--- src/hw/rtl/nested_scope_profiler_macros.svh ---
// ----------------------------------------------------------------------------
// Nested scope profiler assertion macros
// Shared property wrappers, clocked on clk and disabled while rst_n is low.
// ----------------------------------------------------------------------------
`ifndef NESTED_SCOPE_PROFILER_MACROS_SVH
`define NESTED_SCOPE_PROFILER_MACROS_SVH

// Same-cycle implication.
`define NSP_ASSERT_NOW(label, ante, cons, msg) \
  label: assert property (@(posedge clk) disable iff (!rst_n) (ante) |-> (cons)) \
    else $error(msg);

// Next-cycle implication.
`define NSP_ASSERT_NXT(label, ante, cons, msg) \
  label: assert property (@(posedge clk) disable iff (!rst_n) (ante) |=> (cons)) \
    else $error(msg);

`endif

--- src/hw/rtl/nsp_pkg.sv ---
`timescale 1ns / 1ps
// ----------------------------------------------------------------------------
// nsp_pkg
// Opcodes, status codes, command kinds and fixed field widths.
// ----------------------------------------------------------------------------
package nsp_pkg;

  localparam int IDX_W    = 6;
  localparam int IDX_N    = 1 << IDX_W;
  localparam int STATUS_W = 2;
  localparam int TOTAL_W  = 64;
  localparam int CALLS_W  = 32;

  typedef enum logic [1:0] {
    OP_BEGIN = 2'd0,
    OP_END   = 2'd1,
    OP_READ  = 2'd2,
    OP_CLEAR = 2'd3
  } opcode_t;

  typedef enum logic [STATUS_W-1:0] {
    ST_OK        = 2'd0,
    ST_OVERFLOW  = 2'd1,
    ST_UNDERFLOW = 2'd2
  } status_t;

  // What the back end has to do with a request after stack handling.
  typedef enum logic [2:0] {
    K_BEGIN = 3'd0,
    K_END   = 3'd1,
    K_READ  = 3'd2,
    K_CLEAR = 3'd3,
    K_OVF   = 3'd4,
    K_UNF   = 3'd5
  } kind_t;

  typedef struct packed {
    kind_t kind;
    logic  has_parent;
  } cmd_ctl_t;

endpackage

--- src/hw/rtl/nsp_if.sv ---
`timescale 1ns / 1ps
// ----------------------------------------------------------------------------
// nsp_in_if / nsp_out_if
// Valid/ready channels for profiler events and profiler results.
// ----------------------------------------------------------------------------
interface nsp_in_if #(parameter int TIME_BITS = 48);
  logic                 valid;
  logic                 ready;
  logic [1:0]           opcode;
  logic [5:0]           scope_index;
  logic [TIME_BITS-1:0] timestamp;

  modport source (output valid, opcode, scope_index, timestamp, input ready);
  modport sink   (input valid, opcode, scope_index, timestamp, output ready);
endinterface


--- src/hw/rtl/nsp_front.sv ---
`timescale 1ns / 1ps
// ----------------------------------------------------------------------------
// nsp_front
// Accepts requests, runs the scope stack and queues resolved commands.
// ----------------------------------------------------------------------------
module nsp_front #(
  parameter int NUM_SCOPES  = 64,
  parameter int STACK_DEPTH = 16,
  parameter int TIME_BITS   = 48
) (
  input  logic                          clk,
  input  logic                          rst_n,
  nsp_in_if.sink                        in_ch,
  output logic                          cmd_valid,
  input  logic                          cmd_pop,
  output nsp_pkg::cmd_ctl_t             cmd_ctl,
  output logic [$clog2(NUM_SCOPES)-1:0] cmd_scope,
  output logic [$clog2(NUM_SCOPES)-1:0] cmd_parent,
  output logic [TIME_BITS-1:0]          cmd_time
);
  import nsp_pkg::*;

  localparam int SCOPE_W = $clog2(NUM_SCOPES);
  localparam int DEP_W   = $clog2(STACK_DEPTH + 1);

  typedef logic [SCOPE_W-1:0] mod_tbl_t [IDX_N];

  function automatic mod_tbl_t build_mod_tbl();
    mod_tbl_t t;
    for (int i = 0; i < IDX_N; i++) begin
      t[i] = SCOPE_W'(i % NUM_SCOPES);
    end
    return t;
  endfunction

  localparam mod_tbl_t MOD_TBL = build_mod_tbl();

  // stack: top of stack at slot 0, parent at slot 1
  logic [SCOPE_W-1:0] stk_r [STACK_DEPTH];
  logic [DEP_W-1:0]   dep_r, dep_nxt;
  logic               do_push, do_pop;

  // two-entry command queue
  cmd_ctl_t           q_ctl_r   [2];
  logic [SCOPE_W-1:0] q_scope_r [2];
  logic [SCOPE_W-1:0] q_par_r   [2];
  logic [TIME_BITS-1:0] q_time_r [2];
  logic       q_wp_r, q_rp_r;
  logic [1:0] q_cnt_r;

  logic               acc;
  logic [SCOPE_W-1:0] idx;
  cmd_ctl_t           n_ctl;
  logic [SCOPE_W-1:0] n_scope;
  logic [SCOPE_W-1:0] n_par;

  assign in_ch.ready = (q_cnt_r != 2'd2);
  assign acc         = in_ch.valid && in_ch.ready;
  assign idx         = MOD_TBL[in_ch.scope_index];

  always_comb begin
    n_ctl.kind       = K_READ;
    n_ctl.has_parent = 1'b0;
    n_scope          = idx;
    n_par            = stk_r[1];
    do_push          = 1'b0;
    do_pop           = 1'b0;
    dep_nxt          = dep_r;
    case (opcode_t'(in_ch.opcode))
      OP_BEGIN: begin
        if (dep_r == DEP_W'(STACK_DEPTH)) begin
          n_ctl.kind = K_OVF;
        end else begin
          n_ctl.kind = K_BEGIN;
          do_push    = acc;
          dep_nxt    = dep_r + 1'b1;
        end
      end
      OP_END: begin
        if (dep_r == '0) begin
          n_ctl.kind = K_UNF;
        end else begin
          n_ctl.kind       = K_END;
          n_ctl.has_parent = (dep_r > DEP_W'(1));
          n_scope          = stk_r[0];
          do_pop           = acc;
          dep_nxt          = dep_r - 1'b1;
        end
      end
      OP_READ:  n_ctl.kind = K_READ;
      OP_CLEAR: begin
        n_ctl.kind = K_CLEAR;
        dep_nxt    = '0;
      end
      default:  n_ctl.kind = K_READ;
    endcase
  end

  always_ff @(posedge clk) begin
    if (!rst_n) begin
      dep_r   <= '0;
      q_wp_r  <= 1'b0;
      q_rp_r  <= 1'b0;
      q_cnt_r <= 2'd0;
    end else begin
      if (acc) begin
        dep_r  <= dep_nxt;
        q_wp_r <= ~q_wp_r;
      end
      if (cmd_pop) begin
        q_rp_r <= ~q_rp_r;
      end
      q_cnt_r <= q_cnt_r + {1'b0, acc} - {1'b0, cmd_pop};
    end
  end

  always_ff @(posedge clk) begin
    if (do_push) begin
      stk_r[0] <= idx;
      for (int i = 1; i < STACK_DEPTH; i++) begin
        stk_r[i] <= stk_r[i-1];
      end
    end else if (do_pop) begin
      for (int i = 0; i < STACK_DEPTH - 1; i++) begin
        stk_r[i] <= stk_r[i+1];
      end
    end
    if (acc) begin
      q_ctl_r[q_wp_r]   <= n_ctl;
      q_scope_r[q_wp_r] <= n_scope;
      q_par_r[q_wp_r]   <= n_par;
      q_time_r[q_wp_r]  <= in_ch.timestamp;
    end
  end

  assign cmd_valid  = (q_cnt_r != 2'd0);
  assign cmd_ctl    = q_ctl_r[q_rp_r];
  assign cmd_scope  = q_scope_r[q_rp_r];
  assign cmd_parent = q_par_r[q_rp_r];
  assign cmd_time   = q_time_r[q_rp_r];

endmodule

--- src/flat_wrapper.sv ---
// flat-port wrapper written by rule: the top's interface ports become plain ports
module nsp_front_flat import nsp_pkg::*;
#(
  parameter int NUM_SCOPES  = 64,
  parameter int STACK_DEPTH = 16,
  parameter int TIME_BITS   = 48
)
  (clk, rst_n, cmd_valid, cmd_pop, cmd_ctl, cmd_scope, cmd_parent, cmd_time, in_ch_valid, in_ch_opcode, in_ch_scope_index, in_ch_timestamp, in_ch_ready);
  nsp_in_if #(.TIME_BITS(TIME_BITS)) in_ch_i ();
  input  logic clk;
  input  logic rst_n;
  output logic cmd_valid;
  input  logic cmd_pop;
  output nsp_pkg::cmd_ctl_t cmd_ctl;
  output logic [$clog2(NUM_SCOPES)-1:0] cmd_scope;
  output logic [$clog2(NUM_SCOPES)-1:0] cmd_parent;
  output logic [TIME_BITS-1:0] cmd_time;
  input wire logic [$bits(in_ch_i.valid)-1:0] in_ch_valid;
  input wire logic [$bits(in_ch_i.opcode)-1:0] in_ch_opcode;
  input wire logic [$bits(in_ch_i.scope_index)-1:0] in_ch_scope_index;
  input wire logic [$bits(in_ch_i.timestamp)-1:0] in_ch_timestamp;
  output wire logic [$bits(in_ch_i.ready)-1:0] in_ch_ready;
  assign in_ch_i.valid = in_ch_valid;
  assign in_ch_i.opcode = in_ch_opcode;
  assign in_ch_i.scope_index = in_ch_scope_index;
  assign in_ch_i.timestamp = in_ch_timestamp;
  assign in_ch_ready = in_ch_i.ready;
  nsp_front #(.NUM_SCOPES(NUM_SCOPES), .STACK_DEPTH(STACK_DEPTH), .TIME_BITS(TIME_BITS)) u_core (.clk(clk), .rst_n(rst_n), .in_ch(in_ch_i), .cmd_valid(cmd_valid), .cmd_pop(cmd_pop), .cmd_ctl(cmd_ctl), .cmd_scope(cmd_scope), .cmd_parent(cmd_parent), .cmd_time(cmd_time));
endmodule
--- config.mk ---
export PLATFORM = sky130hd
export DESIGN_NAME = nsp_front_flat
export DESIGN_NICKNAME = d
export VERILOG_FILES = /design/src/hw/rtl/nested_scope_profiler_macros.svh /design/src/hw/rtl/nsp_pkg.sv /design/src/hw/rtl/nsp_if.sv /design/src/hw/rtl/nsp_front.sv /design/src/flat_wrapper.sv
export SDC_FILE = /design/constraint.sdc
export NUM_CORES = 1
export LEC_CHECK = 0
export ABC_AREA = 1
export BUFFER_PORTS_ARGS = -buffer_cell sky130_fd_sc_hd__clkbuf_2
export CAP_MARGIN = 20
export CELL_PAD_IN_SITES_DETAIL_PLACEMENT = 0
export CELL_PAD_IN_SITES_GLOBAL_PLACEMENT = 2
export CORE_MARGIN = 2
export CORE_UTILIZATION = 40
export DETAILED_ROUTE_END_ITERATION = 8
export PLACE_DENSITY = 0.8
export SLEW_MARGIN = 20
export SYNTH_ARGS = -nofsm -noshare
export SYNTH_HDL_FRONTEND = slang
export SYNTH_SLANG_ARGS = --single-unit
--- constraint.sdc ---
create_clock -name clk -period 4.62 [get_ports clk]
set_input_delay 0.231 -clock clk [delete_from_list [all_inputs] [get_ports clk]]
set_output_delay 0.231 -clock clk [all_outputs]
set_load 0.02 [all_outputs]
# After elaboration in Yosys (flattened, before gate mapping)
# Memories as Yosys holds them, arrays and structs flattened. A register that Yosys moved wholly into a read port is not among the register bits.
# Cells that the tools add are included.
classes:
  n_addsub: 4
  n_lt_le_gt_ge: 2
  eq_ne: 7
  mux: 46
  bitwise: 18
  reduce_logical: 6
ops:
  columns: ["operator", "count"]
  rows:
  - ["$mux 6", 19]
  - ["$mux 1", 21]
  - ["$or 1x1->1", 15]
  - ["$pmux 5 s3", 1]
  - ["$pmux 3 s4", 1]
  - ["$mux 5", 2]
  - ["$ge 7x7->1 const B", 1]
  - ["$not 6->7", 1]
  - ["$mux 3", 2]
  - ["$ne 2x2->1 const B", 3]
  - ["$add 5x1->5 const B", 1]
  - ["$eq 5x5->1 const B", 1]
  - ["$gt 5x1->1 const B", 1]
  - ["$logic_not 5->1", 1]
  - ["$sub 5x1->5 const B", 1]
  - ["$eq 2x2->1 const B", 2]
  - ["$reduce_and 4->1", 1]
  - ["$reduce_bool 3->1", 1]
  - ["$add 2x1->2", 1]
  - ["$eq 2x1->1 const B", 1]
  - ["$logic_not 2->1", 1]
  - ["$not 1->1", 2]
  - ["$reduce_bool 2->1", 1]
  - ["$sub 2x1->2", 1]
  - ["$logic_and 1x1->1", 1]
word_totals:
  register_bits: 9
  mem_bits_rw: 224
  rom_bits: 384
  in_bits: 60
  out_inout_bits: 66
  elab_cells: 93
  mem_count: 6
memory_table:
  columns: ["name", "depth", "word_bits", "read_ports", "rd_clocked_by_memory_dff", "wr", "line", "rtl"]
  rows:
  - ["(name not given)", 64, 6, 1, 0, 0, "nsp_front.sv:59", "assign idx = MOD_TBL[in_ch.scope_index];"]
  - ["u_core.q_time_r", 2, 48, 1, 1, 1, "nsp_front.sv:47", "logic [TIME_BITS-1:0] q_time_r [2];"]
  - ["u_core.stk_r", 16, 6, 16, 0, 16, "nsp_front.sv:39", "logic [SCOPE_W-1:0] stk_r [STACK_DEPTH];"]
  - ["u_core.q_par_r", 2, 6, 1, 1, 1, "nsp_front.sv:46", "logic [SCOPE_W-1:0] q_par_r [2];"]
  - ["u_core.q_scope_r", 2, 6, 1, 1, 1, "nsp_front.sv:45", "logic [SCOPE_W-1:0] q_scope_r [2];"]
  - ["u_core.q_ctl_r", 2, 4, 1, 1, 1, "nsp_front.sv:44", "cmd_ctl_t q_ctl_r [2];"]

# Logic depth before layout (Yosys ltp)
logic_depth:
  word_depth: 8
  mapped_depth: 10
  mapped_depth_nobuf: 8

# Least setup slack after synthesis
# OpenSTA, ideal clock, no wires.
synth_timing:
  kind: "reg-to-reg"
  start: "register u_core.q_cnt_r[0]"
  end: "memory u_core.q_ctl_r[1][0] (netlist name), enable pin"
  setup_ns: 0.488
  arrival_ns: 3.388
  required_time_ns: 4.132
  path_slack_ns: 0.744
  stages_incl_launch_ff: 5
  n_path_buf: 0
  synth_period_minus_slack_ns: 3.876
  cell_sequence: "dfxtp_1 > inv_1 > nand2_1 > nand2_1 > nor2_1"
synth_between:
  elab_chain_cells: 4
synth_lines:
  columns: ["item", "line", "rtl"]
  rows:
  - ["start, declared", "nsp_front.sv:49", "logic [1:0] q_cnt_r;"]
  - ["start signal, assigned", "nsp_front.sv:113", "q_cnt_r <= q_cnt_r + {1'b0, acc} - {1'b0, cmd_pop};"]
  - ["$ne 2x2->1", "nsp_front.sv:57", "assign in_ch.ready = (q_cnt_r != 2'd2);"]
  - ["net in_ch_ready", "flat_wrapper.sv:22", "output wire logic [$bits(in_ch_i.ready)-1:0] in_ch_ready;"]
  - ["$logic_and 1x1->1", "nsp_front.sv:58", "assign acc = in_ch.valid && in_ch.ready;"]
  - ["$mux 1", "nsp_front.sv:128", "if (acc) begin"]
  - ["$mux 1 (implied by the code)", "nsp_front.sv:129", "q_ctl_r[q_wp_r] <= n_ctl;"]
  - ["end, declared", "nsp_front.sv:44", null]
# The timed path passes the listed nets, and every way through them passes these cells.

==> impl_metrics.csv <==
group,metric,value,unit
run_status,outcome,"finished clean",
global_routing,grt_usage,13.9,%
clock_network,cts_buffers,25,
yosys,synth_common_cells,"edfxtp_1 (224), nand2_1 (145), mux2_2 (65), inv_1 (49), o21ai_0 (39)",
critical_path,required,4.39,ns
power,p_leak,4.62,nW
clock_network,cts_root_buf,"clkbuf_16",
global_routing,grt-ovfl-total,0,
route,routedWlPerCell,15.1,um
yosys,yosysUniqueCellTypes,28,
critical_path,crit_fanout,36,
critical_path,crit_cells,3,
critical_path,r2r_end,"u_core.stk_r[1][0]",
critical_path,slowest_stage,"dfxtp_2",
timing,clock_skew,0.0239,ns
floorplanning,row_count,56,
route,routed_via_density,4.71,
yosys,yosysSeqAreaShare,72.2,%
global_routing,antenna_found_initial,0,
timing,holdWs,0.0207,ns
clock_network,clk_latency,0.53,ns
yosys,async_reset_ff_share,0,%
critical_path,crit_family,"flip-flops",
timing,max_freq,376,MHz
place,dp.cells,1101,
yosys,synth_area_leaders,"edfxtp_1 (70%), mux2_2 (7.6%), nand2_1 (5.7%)",
floorplanning,die_y,159,um
route,ant_nets,0,
critical_path,criticalPathCategory,"register to output port",
layout,instances_no_fill,1196,
clock_network,cts_max_path_buffers,3,
floorplanning,initial_utilization,40.7,%
critical_path,reg2reg_depth,8,
worst_hold_path,hold_path_class,"primary input to register",
timing,finalSetupViolCount,0,
yosys,yosysWarningCount,0,
floorplanning,boundaryPins,126,
yosys,synth_area,9590,um^2
critical_path,r2r_slack,2.15,ns
global_routing,grt_pass1_wl,29.1,mm
place,port_buffers,125,
timing,min_period,2.66,ns
timing,layout_worst_path_cycle_share,57.6,%
clock_network,cts_resized,0,
place,hpwlAfterDp,11.2,mm
yosys,netlist_instances,681,
clock_network,cts_tree,"yes",
timing,finalSetupTns,0,ns
yosys,synth_edf_count,224,
layout,layout-drive-gt1-share,33.6,%
yosys,synth_most_common_cell,"edfxtp_1",
layout,nets,924,
critical_path,endpoint_kind,"output port",
critical_path,crit_end,"cmd_time[1]",
critical_path,max_stage_delay,0.77,ns
place,gp_congestion,0.760,
clock_network,htreeDepth,1,
timing,rsz0062_at_grt,"false",
critical_path,rr_startpoint,"u_core.dep_r[0]",
clock_network,cts_sinks,234,
route,first_pass_iters,6,
critical_path,path_cells,"buf_4, mux2_2, clkbuf_2",
timing,worst_slew_pin_slew,0.879,ns
floorplanning,die-area,25200,um^2
yosys,synth_top_area_cell,"edfxtp_1",
critical_path,startpoint_type,"register",
route,remaining_drc_errors,0,
yosys,synth.avg_cell_area,14.1,um^2
flow_run,drv_cap,0,
timing,hold_viol,0,
global_routing,grt_max_degree,101,
timing,slew_headroom,41.4,%
layout,syn_to_final_growth,22.9,%
layout,antenna_cells,0,
global_routing,grt_pass1_vias,5799,
yosys,synth_top_area_share,70.1,%
route,drt_iter0_drc,396,
critical_path,cp_num_buf_inv,2,
timing,drv_slew,0,
power,ir_worst_vdd,0.251,mV
yosys,ys_dominant_reg_cell,"edfxtp_1",
route,routed_wl,18.0,mm
floorplanning,die_w,159,um
power,power_density,470,nW/um^2
route,num_vias,5639,
floorplanning,core,23500,um^2
yosys,ys_ff_latch,234,
clock_network,path_clk_slew,0.06,ns
critical_path,arrival,2.43,ns
yosys,synth_fp_nets,747,
-- how the worst min path moves through the flow --
| stage | startpoint | to | slack (ns) | depth (start not counted) |
|---|---|---|---|---|
| 2_1_floorplan | in_ch_timestamp[0] | u_core.q_time_r[0][0] | 0.33 | 0 |
| 3_3_place_gp | in_ch_timestamp[11] | u_core.q_time_r[0][11] | 0.42 | 1 |
| 3_5_place_dp | in_ch_timestamp[11] | u_core.q_time_r[0][11] | 0.43 | 1 |
| 4_1_cts | in_ch_scope_index[1] | u_core.stk_r[0][1] | 0.0006 | 3 |
| 5_1_grt | in_ch_scope_index[1] | u_core.stk_r[0][1] | 0.006 | 3 |
| 6_report | in_ch_scope_index[1] | u_core.stk_r[0][1] | 0.02 | 3 |
-- metal layers --
metal | GRT usage [%] | share of wire [%] | up-vias
met5 | 0 | 0 | -
met4 | 3.43 | 1.7 | 0
met3 | 3.47 | 6.2 | 32
met2 | 23.4 | 47 | 151
met1 | 18.0 | 45 | 2700
li1 | - | - | 2756
-- cell type report --
class,instances,area (um^2)
clock buffers,28,637
clock inverters,18,174
fillers,2032,11800
inverters,52,200
multi-input cells,366,2290
flip-flops and latches,234,6930
well taps,319,399
repair buffers,179,1160
-- through the flow --
stage,cell area (um^2),setup slack (ns),power (mW),utilization (%)
final,11800,1.96,5.53,50.1
after global routing,11800,1.80,5.79,50.1
after CTS,11800,1.88,5.61,50.0
after detailed placement,10500,1.88,3.59,44.5
after global placement,10500,1.98,3.55,44.5
after floorplan,9590,0.744,3.35,-
-- registers in the layout, indices dropped and copies added, names as in the netlist, named ones only --
| name | count |
|---|---|
| u_core.q_time_r | 96 |
| u_core.stk_r | 96 |
| u_core.q_par_r | 12 |
| u_core.q_scope_r | 12 |
| u_core.q_ctl_r | 8 |
| u_core.dep_r | 5 |
| u_core.q_cnt_r | 2 |
| u_core.q_rp_r | 1 |
| u_core.q_wp_r | 1 |
-- cell families (layout without fill, tap and decap cells) --
| family | after synthesis | count (layout) | synth area share (%) |
|---|---|---|---|
| fa+ha+maj | 6 | 6 | 0.783 |
| compound gates | 83 | 83 | 5.43 |
| simple gates | 211 | 211 | 9.61 |
| buf+inv | 81 | 277 | 4.25 |
| mux | 65 | 65 | 7.63 |
| flops | 234 | 234 | 72.2 |
| xor+xnor | 1 | 1 | 0.0913 |
-- worst register-to-register path, stage by stage (launching register included) --
cell and delay [ns]:
dfxtp_1 0.36, inv_1 0.15, ha_1 0.25, nand3_2 0.11
nand2_4 0.14, inv_6 0.06, nand2_4 0.24, buf_6 0.66
o21ai_0 0.23
-- what timing repair did --
action	CTS	global route
hold buffers	49	0
setup endpoints to repair	0	0
endpoints found under the hold margin	97	0
buffers inserted	0	0
-- cell usage in the layout, fill, tap and decap left out, drive strengths merged, types with 4 or more instances in the layout --
| cell | instances |
|---|---|
| clkinv | 13 |
| a21oi | 29 |
| buf | 5 |
| clkbuf | 153 |
| dfxtp | 10 |
| nor2 | 47 |
| nand3 | 12 |
| nand4 | 4 |
| edfxtp | 224 |
| ha | 6 |
| o21ai | 54 |
| mux2 | 65 |
| inv | 53 |
| nand2 | 147 |
| dlygate4sd3 | 49 |
-- report_power, final --
| group | switching (mW) | leakage, nW | total, mW | internal [mW] |
|---|---|---|---|---|
| clock network | 0.800 | 0.398 | 1.96 | 1.16 |
| logic | 0.541 | 2.06 | 0.834 | 0.293 |
| registers | 0.0928 | 2.16 | 2.74 | 2.64 |
Power figures use the tool's default switching activity.
